==> config.mk <==
export PLATFORM = sky130hd
export DESIGN_NAME = skt_cell
export DESIGN_NICKNAME = d
export VERILOG_FILES = /design/src/sv/skt_pkg.sv /design/src/sv/skt_cell.sv
export SDC_FILE = /design/constraint.sdc
export NUM_CORES = 1
export LEC_CHECK = 0
export ABC_CLOCK_PERIOD_IN_PS = 5900
export BUFFER_PORTS_ARGS = -buffer_cell sky130_fd_sc_hd__buf_4
export CAP_MARGIN = 20
export CORE_AREA = 2 2 179 181
export DETAILED_ROUTE_END_ITERATION = 10
export DIE_AREA = 0 0 181 183
export GPL_TIMING_DRIVEN = 0
export HOLD_SLACK_MARGIN = 0.02
export PLACE_DENSITY = 0.48
export SLEW_MARGIN = 30
export SYNTH_ARGS = -nofsm -noshare
export SYNTH_HDL_FRONTEND = slang
export SYNTH_SLANG_ARGS = --single-unit
==> constraint.sdc <==
create_clock -name clk_i -period 5.9 [get_ports clk_i]
set_input_delay 1.18 -clock clk_i [delete_from_list [all_inputs] [get_ports clk_i]]
set_output_delay 1.18 -clock clk_i [all_outputs]
set_load 0.02 [all_outputs]
==> src/sv/skt_pkg.sv <==
// Shared constants, codes and types of the sorted key table.
package skt_pkg;

  // Table geometry and field widths.
  localparam int unsigned DEPTH = 64;
  localparam int unsigned IDX_W = $clog2(DEPTH);
  localparam int unsigned CNT_W = $clog2(DEPTH + 1);
  localparam int unsigned KEY_W = 64;
  localparam int unsigned PAY_W = 32;
  localparam int unsigned MODE_W = 2;
  localparam int unsigned STAT_W = 3;
  localparam int unsigned LIM_W = 7;

  localparam logic [LIM_W-1:0] LIMIT_RESET = 7'd65;

  // Request modes.
  localparam logic [MODE_W-1:0] MODE_PUT     = 2'd0;
  localparam logic [MODE_W-1:0] MODE_GET     = 2'd1;
  localparam logic [MODE_W-1:0] MODE_DEL_KEY = 2'd2;
  localparam logic [MODE_W-1:0] MODE_DEL_POS = 2'd3;

  // Result status codes.
  localparam logic [STAT_W-1:0] STATUS_INSERTED = 3'd0;
  localparam logic [STAT_W-1:0] STATUS_REPLACED = 3'd1;
  localparam logic [STAT_W-1:0] STATUS_FOUND    = 3'd2;
  localparam logic [STAT_W-1:0] STATUS_MISSING  = 3'd3;
  localparam logic [STAT_W-1:0] STATUS_FULL     = 3'd4;
  localparam logic [STAT_W-1:0] STATUS_BADPOS   = 3'd5;

  typedef logic [KEY_W-1:0] key_t;
  typedef logic [PAY_W-1:0] pay_t;

  // Per-cell update controls for one resolve cycle.
  typedef struct packed {
    logic shift_up;
    logic shift_down;
    logic load_key;
    logic load_pay;
  } cell_ctl_t;

endpackage

==> src/sv/skt_cell.sv <==
// One table cell: holds a key and payload, compares against the search key, shifts to neighbors.
module skt_cell import skt_pkg::*; (
  input  logic      clk_i,
  input  logic      rst_ni,
  input  logic      cmp_en_i,
  input  logic      occupied_i,
  input  key_t      search_key_i,
  input  key_t      new_key_i,
  input  pay_t      new_pay_i,
  input  cell_ctl_t ctl_i,
  input  key_t      prev_key_i,
  input  pay_t      prev_pay_i,
  input  key_t      next_key_i,
  input  pay_t      next_pay_i,
  output key_t      key_o,
  output pay_t      pay_o,
  output logic      lt_o,
  output logic      eq_o
);

  key_t key_q;
  pay_t pay_q;
  logic lt_q;
  logic eq_q;

  // Key storage: load a new key or take a neighbor's on a shift.
  always_ff @(posedge clk_i) begin
    if (ctl_i.load_key) begin
      key_q <= new_key_i;
    end else if (ctl_i.shift_up) begin
      key_q <= prev_key_i;
    end else if (ctl_i.shift_down) begin
      key_q <= next_key_i;
    end
  end

  // Payload storage follows the same moves as the key.
  always_ff @(posedge clk_i) begin
    if (ctl_i.load_pay) begin
      pay_q <= new_pay_i;
    end else if (ctl_i.shift_up) begin
      pay_q <= prev_pay_i;
    end else if (ctl_i.shift_down) begin
      pay_q <= next_pay_i;
    end
  end

  // Signed compare against the incoming key, captured when a request is taken.
  always_ff @(posedge clk_i or negedge rst_ni) begin
    if (!rst_ni) begin
      lt_q <= 1'b0;
      eq_q <= 1'b0;
    end else if (cmp_en_i) begin
      lt_q <= occupied_i && ($signed(key_q) < $signed(search_key_i));
      eq_q <= occupied_i && (key_q == search_key_i);
    end
  end

  assign key_o = key_q;
  assign pay_o = pay_q;
  assign lt_o  = lt_q;
  assign eq_o  = eq_q;

endmodule

---- Word-level counts from Yosys, hierarchy flattened ----
Index checks and enable logic that the tools add are counted.
storage, ports and cells
  register bits after elaboration ......... 98
  bits of input ports ..................... 360
cells by class
  order comparisons ....................... 1
  equality and inequality tests ........... 1
  multiplexer cells ....................... 6
  reduce and logical (&&, ||, !) cells .... 4
operator list
  cell                 number
  $mux W64             3
  $mux W32             3
  $eq A64 B64 Y1       1
  $lt A64 B64 Y1       1
  $reduce_bool A3 Y1   2
  $logic_and A1 B1 Y1  2

---- Logic depth before layout (Yosys ltp) ----
Gate-level depths: netlist of run 1.
  depth after elaboration ................. 3
  depth in mapped cells ................... 9

---- Least setup slack after synthesis of run 1 ----
OpenSTA, ideal clock, no wires.
  path kind ............................... input -> register
  from .................................... input ctl_i[3] in the netlist's numbering
  to ...................................... register key_q[0] (netlist: key_o[0]), enable pin
  library setup time ...................... 0.425 ns
  arrival ................................. 3.088 ns
  path slack .............................. 2.387 ns
  stages on the path ...................... 3
  path buffers ............................ 2
  cells stage by stage .................... clkbuf_1 > buf_2 > or3_1
on the way
  longest elaborated chain between the ends .. 1
ends and longest elaborated chain
  what                          RTL line        text
  start, declared               skt_cell.sv:10  input cell_ctl_t ctl_i,
  $reduce_bool A3 Y1 (no line)  --
  end signal, assigned          skt_cell.sv:29  key_q <= new_key_i;
  end signal, assigned          skt_cell.sv:31  key_q <= prev_key_i;
  end signal, assigned          skt_cell.sv:33  key_q <= next_key_i;
  end, declared                 skt_cell.sv:21  key_t key_q;
No other way between the ends.
A chain may end at the register's enable or synchronous reset.

---- Worst setup path in the final report of run 1 ----
  from .................................... input ctl_i[3] in the netlist's numbering
  to ...................................... register key_q[28] (netlist: key_o[28]), enable pin
The elaborated chain is that of the path after synthesis.

==> results of run 1 <==
-- per-stage QoR --
stage | hold WS (ps) | area, µm² | instances | total power [mW] | worst slack [ps]
after floorplan | 607 | 6580 | 655 | 1.24 | 2390
after global placement | 496 | 10500 | 1511 | 1.65 | 655
after detailed placement | 501 | 10500 | 1512 | 1.66 | 2380
after CTS | 518 | 10800 | 1528 | 2.29 | 2780
after global routing | 529 | 10800 | 1528 | 2.39 | 2710
final | 512 | 10800 | 1528 | 2.25 | 2920
-- logic make-up after synthesis --
| group | after synthesis |
|---|---|
| muxes | 97 |
| DFF | 98 |
| buffers and inverters | 98 |
| adders and majority gates | 64 |
| and+or+nand+nor | 155 |
| AOI/OAI and AO/OA | 143 |
-- flip-flops by register name (all words and copies together), names as in the netlist --
| name | count |
|---|---|
| pay_o | 32 |
| key_o | 64 |
| lt_o | 1 |
| eq_o | 1 |
-- report_power, final --
part / internal (mW) / switching, mW
Sequential: 0.858 / 0.0442
Combinational: 0.367 / 0.358
Clock: 0.332 / 0.292
-- final cells by class --
| type | count | area [µm²] |
|---|---|---|
| fillers | 3326 | 20400 |
| repair buffers | 455 | 3430 |
| plain buffers | 32 | 125 |
| inverters | 66 | 248 |
| flip-flops and latches | 98 | 2930 |
| well taps | 402 | 503 |
| multi-input cells | 459 | 3280 |
| clock buffers | 9 | 225 |
| clock inverters | 7 | 75.1 |
-- cell usage in the layout (no fill, tap or decap), types with 2 or more instances in the layout --
cell / n
inv_1: 66
a21oi_1: 24
a221oi_1: 3
nand2b_1: 2
nand4_1: 11
a21o_1: 4
buf_2: 3
inv_6: 2
edfxtp_1: 96
a21oi_2: 2
clkbuf_1: 20
nand2_1: 110
nor3_1: 3
buf_1: 8
and4_1: 3
mux2i_1: 96
o21ai_0: 102
clkbuf_16: 9
nor2_1: 4
dfrtp_1: 2
clkinvlp_4: 2
nand3_1: 9
and3_1: 2
buf_4: 454
ha_1: 64
nand3b_1: 2
-- how the worst max path moves through the flow --
| stage | start | to | slack, ps | depth (start not counted) |
|---|---|---|---|---|
| 2_1_floorplan | ctl_i[3] | key_o[0] | 2390 | 3 |
| 3_3_place_gp | ctl_i[3] | key_o[26] | 660 | 3 |
| 3_5_place_dp | ctl_i[3] | key_o[26] | 2380 | 4 |
| 4_1_cts | ctl_i[3] | key_o[28] | 2780 | 4 |
| 5_1_grt | ctl_i[3] | key_o[28] | 2710 | 4 |
| 6_report | ctl_i[3] | key_o[28] | 2920 | 4 |
-- per-layer routing --
layer | vias to the layer above | share of wire (%)
li1 | 3291 | -
met1 | 2990 | 39
met2 | 265 | 51
met3 | 23 | 7.9
met4 | 0 | 1.6
met5 | - | 0
-- worst max-delay path: cells and delay by family --
| family | cells | cell delay (ps) |
|---|---|---|
| buf+inv | 3 | 1280 |
| simple gates | 1 | 490 |
==> impl_metrics.yaml, run 1 <==
logic_synthesis:
  ys_types: 39
  synth_mux_area_share_pct: 14.8
  synth_fp_nets: 1079
  synth_most_common_cell: "nand2_1"
  synth_compound_area_share_pct: 12.1
  synth_xor_area_share_pct: 0
  yosysTopAreaCell: "edfxtp_1"
  avgSynthCellArea_um2: 10.0
  ys_ff_latch: 98
  dominantRegCellSynth: "edfxtp_1"
  ys_top_cells_by_count: "110 x nand2_1, 102 x o21ai_0, 96 x edfxtp_1, 96 x mux2i_1, 66 x inv_1"
  ys.warnings.count: 0
  syn_inst: 655
  synth_top_area_share_pct: 43.8
  synthSimpleGateAreaFrac_pct: 10.7
  async_reset_ff_share_pct: 2.04
  synth_edf_count: 96
  synth_top_cells_by_area: "edfxtp_1 44%, mux2i_1 15%, ha_1 12%"
  synthAdderAreaFrac_pct: 12.2
  yosysSeqAreaShare_pct: 44.6
  syn_area_um2: 6580
  synth_top_family_by_area: "multiplexers"
worst_hold_path:
  hold_end: "eq_o"
  worstHoldPathCells: 1
  min-delay-start: "eq_o"
  hold_class: "flip-flop to flip-flop"
clocking:
  postCtsSetupRepairBufs: 0
  hold_buffers: 0
  cts_resized: 0
  clock_latency_ps: 360
  path_clk_slew_ps: 70
  cts_max_path_buffers: 2
  root_buffer: "clkbuf_16"
  h-tree-depth: 3
  cts_buffers: 9
  cts_tree: "built"
  clock-sinks: 98
outcome:
  outcome: "finished, final reports clean"
global_routing:
  grt-ovfl-total: 0
  grt_pass1_vias: 6803
  grt_util_met1_pct: 18.4
  grt_max_degree: 39
  grt_util_all_layers_pct: 15.9
  grt-busiest-layer: "met2"
  antenna_found_initial: 1
  met3_usage_pct: 4.55
  grt_util_met2_pct: 28.9
  grt_pass1_wl_um: 39900
timing:
  setup_violations: 0
  post-route-period-util_pct: 50.6
  tns_ps: 0
  timing.fmax_mhz: 335
  worst_pin_slew_ps: 859
  hold_viol: 0
  clock_skew_ps: 14.7
  maxSlewViolCount: 0
  fin_crit_ps: 2980
  rsz0062_at_grt: "no"
  relSlewSlack_pct: 42.7
placed_design:
  place.gp.congestion: 0.823
  dp_hpwl_um: 23000
  io_buffers: 454
critical_path:
  rrSetupSlack_ps: 3440
  path_cells: "clkbuf_1 > buf_2 > or3_4 > buf_12"
  reg2regPathDepth: 8
  cp_slowest_stage_delay_ps: 580
  start_kind: "input pin"
  r2r-start: "key_o[49]"
  crit_required_ps: 5930
  reg2reg_to: "lt_o"
  worst-setup-path-type: "input pin to flip-flop"
  worstPathArrival_ps: 3010
  critPathSlowestCell: "clkbuf_1"
  cp-end-kind: "flip-flop"
  cp_max_fo: 38
drt:
  routed_wl_um: 27200
  viasPerCell: 4.30
  drtIter0Drc: 309
  vias: 6569
  wl_per_cell_um: 17.8
  antenna_left: 0
  first_pass_iters: 4
  remaining_drc_errors: 0
die:
  core-area_um2: 31200
  die_w_um: 181
  die_h_um: 183
  ios: 458
  row_count: 65
  dieArea_um2: 33100
  start_util_pct: 21.1
finish:
  drive_above_1_share_pct: 43.2
  finish.net_count: 1545
  finish.utilization_pct: 34.6
  syn2layout_area_growth_pct: 64.4
  antenna_cells: 0
power_and_ir_drop:
  power_density_nw_per_um2: 208
  p_leak_nw: 5.42
  peakVddDrop_mv: 0.143
run:
  max_cap_violations: 0
Power figures use the tool's default switching activity.
==> run 2: changes to the inputs <==
ABC_AREA = 1   (was default)
ABC_CLOCK_PERIOD_IN_PS = 2900   (was 5900)
CORE_AREA = 2 2 177 179   (was 2 2 179 181)
DIE_AREA = 0 0 179 181   (was 0 0 181 183)
clock period = 2.9 ns   (was 5.9 ns; I/O delays follow)
==> impl_metrics.yaml, run 2 <==
outcome:
  outcome: "finished, final reports clean"
timing:
  clock_skew_ps: 10.0
  post-route-period-util_pct: 90.8
  setup_violations: 0
  maxSlewViolCount: 0
  fin_crit_ps: 2630
  hold_viol: 0
  relSlewSlack_pct: 35.6
  worst_pin_slew_ps: 966
  rsz0062_at_grt: "no"
  timing.fmax_mhz: 380
run:
  max_cap_violations: 0
drt:
  wl_per_cell_um: 17.3
  drtIter0Drc: 243
  first_pass_iters: 4
  remaining_drc_errors: 0
  vias: 7350
  routed_wl_um: 29300
  antenna_left: 0
  viasPerCell: 4.35
finish:
  fillers: 3224
  final-seq-area_um2: 2930
  syn2layout_area_growth_pct: 64.8
  drive_above_1_share_pct: 37.8
  multi_input_area_um2: 3160
  antenna_cells: 0
  layout_commonest_cell: "buf_4"
  largest_reg_flops: 64
  layout_common_cells: "455 x buf_4, 222 x a21oi_1, 165 x nand2_1"
  finish.net_count: 1711
  design_area_um2: 10800
critical_path:
  path_cells: "buf_2 > inv_2 > buf_2 > buf_2 > nand3_4 > buf_12"
  cp_max_fo: 37
  path_common_cell: "buf_2"
  cp-end-kind: "flip-flop"
  critPathSlowestCell: "nand3_4"
  r2r-start: "key_o[63]"
  crit_required_ps: 2990
  worstPathArrival_ps: 2720
  rrSetupSlack_ps: 960
  cp_slowest_stage_delay_ps: 530
  reg2regPathDepth: 12
  reg2reg_to: "lt_o"
  worst-setup-path-type: "input pin to flip-flop"
  start_kind: "input pin"
clocking:
  postCtsSetupRepairBufs: 0
  hold_buffers: 1
  cts_buffers: 9
  root_buffer: "clkbuf_16"
  clock_latency_ps: 350
  path_clk_slew_ps: 70
  clock-sinks: 98
  h-tree-depth: 3
  cts_max_path_buffers: 2
  cts_tree: "built"
  cts_resized: 0
logic_synthesis:
  ys_ff_latch: 98
  avgSynthCellArea_um2: 8.03
  async_reset_ff_share_pct: 2.04
  ys_types: 21
  ys.warnings.count: 0
  dominantRegCellSynth: "edfxtp_1"
  yosysSeqAreaShare_pct: 44.6
  synth_fp_nets: 1242
  yosysTopAreaCell: "edfxtp_1"
  synth_edf_count: 96
  syn_area_um2: 6570
  ys_top_cells_by_count: "222 x a21oi_1, 165 x nand2_1, 109 x nor2_1"
  syn_inst: 818
  synth_most_common_cell: "a21oi_1"
  synth_top_area_share_pct: 43.9
  synth_top_cells_by_area: "edfxtp_1 44%, a21oi_1 17%, ha_1 12%"
power_and_ir_drop:
  total_power_mw: 4.55
  power_density_nw_per_um2: 420
  p_leak_nw: 5.36
  peakVddDrop_mv: 0.183
die:
  start_util_pct: 21.7
  die_h_um: 181
  row_count: 64
  die_w_um: 179
  dieArea_um2: 32400
  core-area_um2: 30300
  ios: 458
global_routing:
  grt_pass1_wl_um: 42200
  grt-ovfl-total: 0
  grt_util_all_layers_pct: 17.4
  grt_pass1_vias: 7425
  antenna_found_initial: 0
  grt_max_degree: 38
worst_hold_path:
  min-delay-start: "eq_o"
  worstHoldPathCells: 2
  hold_class: "flip-flop to flip-flop"
  hold_end: "eq_o"
placed_design:
  io_buffers: 455
  place.gp.congestion: 0.817
  dp_hpwl_um: 24300
  place_area_um2: 10500
## run 2: layer usage
metal,wire length [µm],track usage (%)
met5,0,0
met3,2510,4.84
met2,15100,32.4
met4,384,3.51
met1,11300,19.6
## run 2: critical path: cells and delay by family
family	cells	cell delay [ps]
AND/OR/NAND/NOR	1	530
buffers and inverters	5	1580
## run 2: cells by family after synthesis
group                    share of synthesized area (%)
adder cells (fa/ha/maj)                           12.2
AND/OR/NAND/NOR                                   17.4
flip-flops                                        44.6
AO/OA/AOI/OAI                                     18.3
buffers and inverters                             7.52
## run 2: layout make-up
cell class                 instances  share of cell area (%)
timing repair buffer             458                    32.1
buffer                            42                    1.55
multi-input combinational        591                    29.2
inverter                          87                    3.02
clock inverter                     6                   0.381
clock buffer                      10                    2.11
tap                              396                    4.58
sequential                        98                    27.1
## run 2: report_power, final
part / internal (mW) / leakage, nW / total (mW) / switching (mW)
clock: 0.585 / 0.127 / 1.18 / 0.591
combinational: 0.739 / 4.22 / 1.54 / 0.798
sequential: 1.75 / 1.01 / 1.84 / 0.0908
total: 3.07 / 5.36 / 4.55 / 1.48
## run 2: worst max-delay path by stage
| stage | start | endpoint | slack, ps |
|---|---|---|---|
| global placement | ctl_i[3] | key_o[27] | -1300 |
| detailed placement | ctl_i[3] | key_o[27] | -190 |
| finish | ctl_i[3] | key_o[31] | 270 |
| floorplan | ctl_i[3] | key_o[0] | 230 |
| CTS | ctl_i[3] | key_o[31] | 190 |
| global route | ctl_i[3] | key_o[32] | 60 |
## run 2: through the flow
step | setup WS (ps) | hold WS [ps] | instances | TNS (ps) | utilization, %
after floorplan | 235 | 284 | 818 | 0 | -
after global placement | -1300 | 364 | 1669 | -109650 | 34.6
after detailed placement | -192 | 367 | 1671 | -5280 | 34.8
after CTS | 190 | 501 | 1688 | 0 | 35.7
after global routing | 58.4 | 512 | 1688 | 0 | 35.7
final | 266 | 492 | 1688 | 0 | 35.7
==> run 3: changes to the inputs <==
ABC_CLOCK_PERIOD_IN_PS = 2730   (was 2900)
clock period = 2.73 ns   (was 2.9 ns; I/O delays follow)
==> impl_metrics.yaml, run 3 (synthesis results as in run 2) <==
critical_path:
  path_cells: "buf_2 > inv_2 > buf_2 > buf_2 > nand3_2 > buf_16"
  r2r-start: "key_o[63]"
  worstPathArrival_ps: 2560
  cp_slowest_stage_delay_ps: 450
  start_kind: "input pin"
  cp_max_fo: 19
  rrSetupSlack_ps: 790
  critPathSlowestCell: "nand3_2"
  cp-end-kind: "flip-flop"
  reg2regPathDepth: 12
  reg2reg_to: "lt_o"
  worst-setup-path-type: "input pin to flip-flop"
  crit_required_ps: 2830
  path_common_cell: "buf_2"
placed_design:
  place.gp.congestion: 0.817
  place_area_um2: 10500
  io_buffers: 455
  dp_hpwl_um: 24300
  placed_cells: 1671
global_routing:
  grt_util_all_layers_pct: 17.4
  grt_pass1_vias: 7425
  grt-ovfl-total: 0
  antenna_found_initial: 0
  grt_max_degree: 38
  grt_pass1_wl_um: 42200
power_and_ir_drop:
  power_density_nw_per_um2: 446
  p_leak_nw: 5.36
  total_power_mw: 4.83
  peakVddDrop_mv: 0.195
drt:
  wl_per_cell_um: 17.6
  vias: 7365
  routed_wl_um: 29700
  remaining_drc_errors: 0
  antenna_left: 0
  viasPerCell: 4.36
  drtIter0Drc: 271
  first_pass_iters: 5
die:
  die_w_um: 179
  ios: 458
  core-area_um2: 30300
  dieArea_um2: 32400
  row_count: 64
  start_util_pct: 21.7
  die_h_um: 181
outcome:
  outcome: "finished, final reports clean"
clocking:
  cts_buffers: 9
  cts_max_path_buffers: 2
  cts_tree: "built"
  clock_latency_ps: 350
  path_clk_slew_ps: 70
  clock-sinks: 98
  h-tree-depth: 3
  postCtsSetupRepairBufs: 0
  root_buffer: "clkbuf_16"
finish:
  largest_reg_flops: 64
  finish.utilization_pct: 35.7
  layout_common_cells: "455 x buf_4, 222 x a21oi_1, 165 x nand2_1"
  finish.net_count: 1712
  layout_commonest_cell: "buf_4"
  antenna_cells: 0
  syn2layout_area_growth_pct: 64.9
  fillers: 3223
  drive_above_1_share_pct: 37.8
  fin_cells: 1689
  design_area_um2: 10800
worst_hold_path:
  min-delay-start: "occupied_i"
  worstHoldPathCells: 3
  hold_end: "eq_o"
  hold_class: "input pin to flip-flop"
timing:
  fin_hold_ws_ps: 489
  setup_violations: 0
  rsz0062_at_grt: "no"
  relSlewSlack_pct: 38.0
  hold_viol: 0
  post-route-period-util_pct: 90.2
  clock_skew_ps: 9.43
  timing.fmax_mhz: 406
  worst_pin_slew_ps: 930
  maxSlewViolCount: 0
  fin_crit_ps: 2460
run:
  max_cap_violations: 0
run 3: per-layer routing:
metal | routed length (µm) | GRT usage, %
met5 | 0 | 0
met3 | 2470 | 4.84
met4 | 382 | 3.51
met1 | 11600 | 19.6
met2 | 15300 | 32.4
run 3: per-stage QoR:
stage                     TNS, ps  setup slack [ps]
after CTS                       0              54.0
after global placement    -122700             -1440
after global routing            0              72.4
after floorplan                 0              98.6
after detailed placement   -15010              -328
final                           0               268
run 3: area by class of cell:
class | count | area [µm²] | area share, %
repair buffers | 458 | 3470 | 32.0
flip-flops and latches | 98 | 2930 | 27.1
inverters | 87 | 327 | 3.01
plain buffers | 42 | 168 | 1.55
clock inverters | 6 | 41.3 | 0.381
well taps | 396 | 495 | 4.57
multi-input cells | 592 | 3170 | 29.3
clock buffers | 10 | 229 | 2.11
run 3: worst max-delay path: cells and delay by family:
kind	cells	cell delay [ps]
buf+inv	5	1550
simple gates	1	450
run 3: report_power, final:
part,internal (mW),switching [mW]
Clock,0.621,0.625
Sequential,1.86,0.0964
Combinational,0.785,0.851
run 3: what timing repair did:
item                                    in CTS  in global routing
endpoints found under the setup margin       0                 28
hold endpoints to repair                     2                  0
hold buffers                                 1                  0
resized for setup                            0                  0
run 3: worst max path at each step:
stage / from / end / slack (ps) / cells after the start
floorplan: ctl_i[3] / key_o[0] / 100 / 5
global placement: ctl_i[3] / key_o[27] / -1440 / 5
detailed placement: ctl_i[3] / key_o[27] / -330 / 6
CTS: ctl_i[3] / key_o[31] / 50 / 6
global route: ctl_i[3] / key_o[48] / 70 / 5
finish: ctl_i[3] / pay_o[3] / 270 / 6
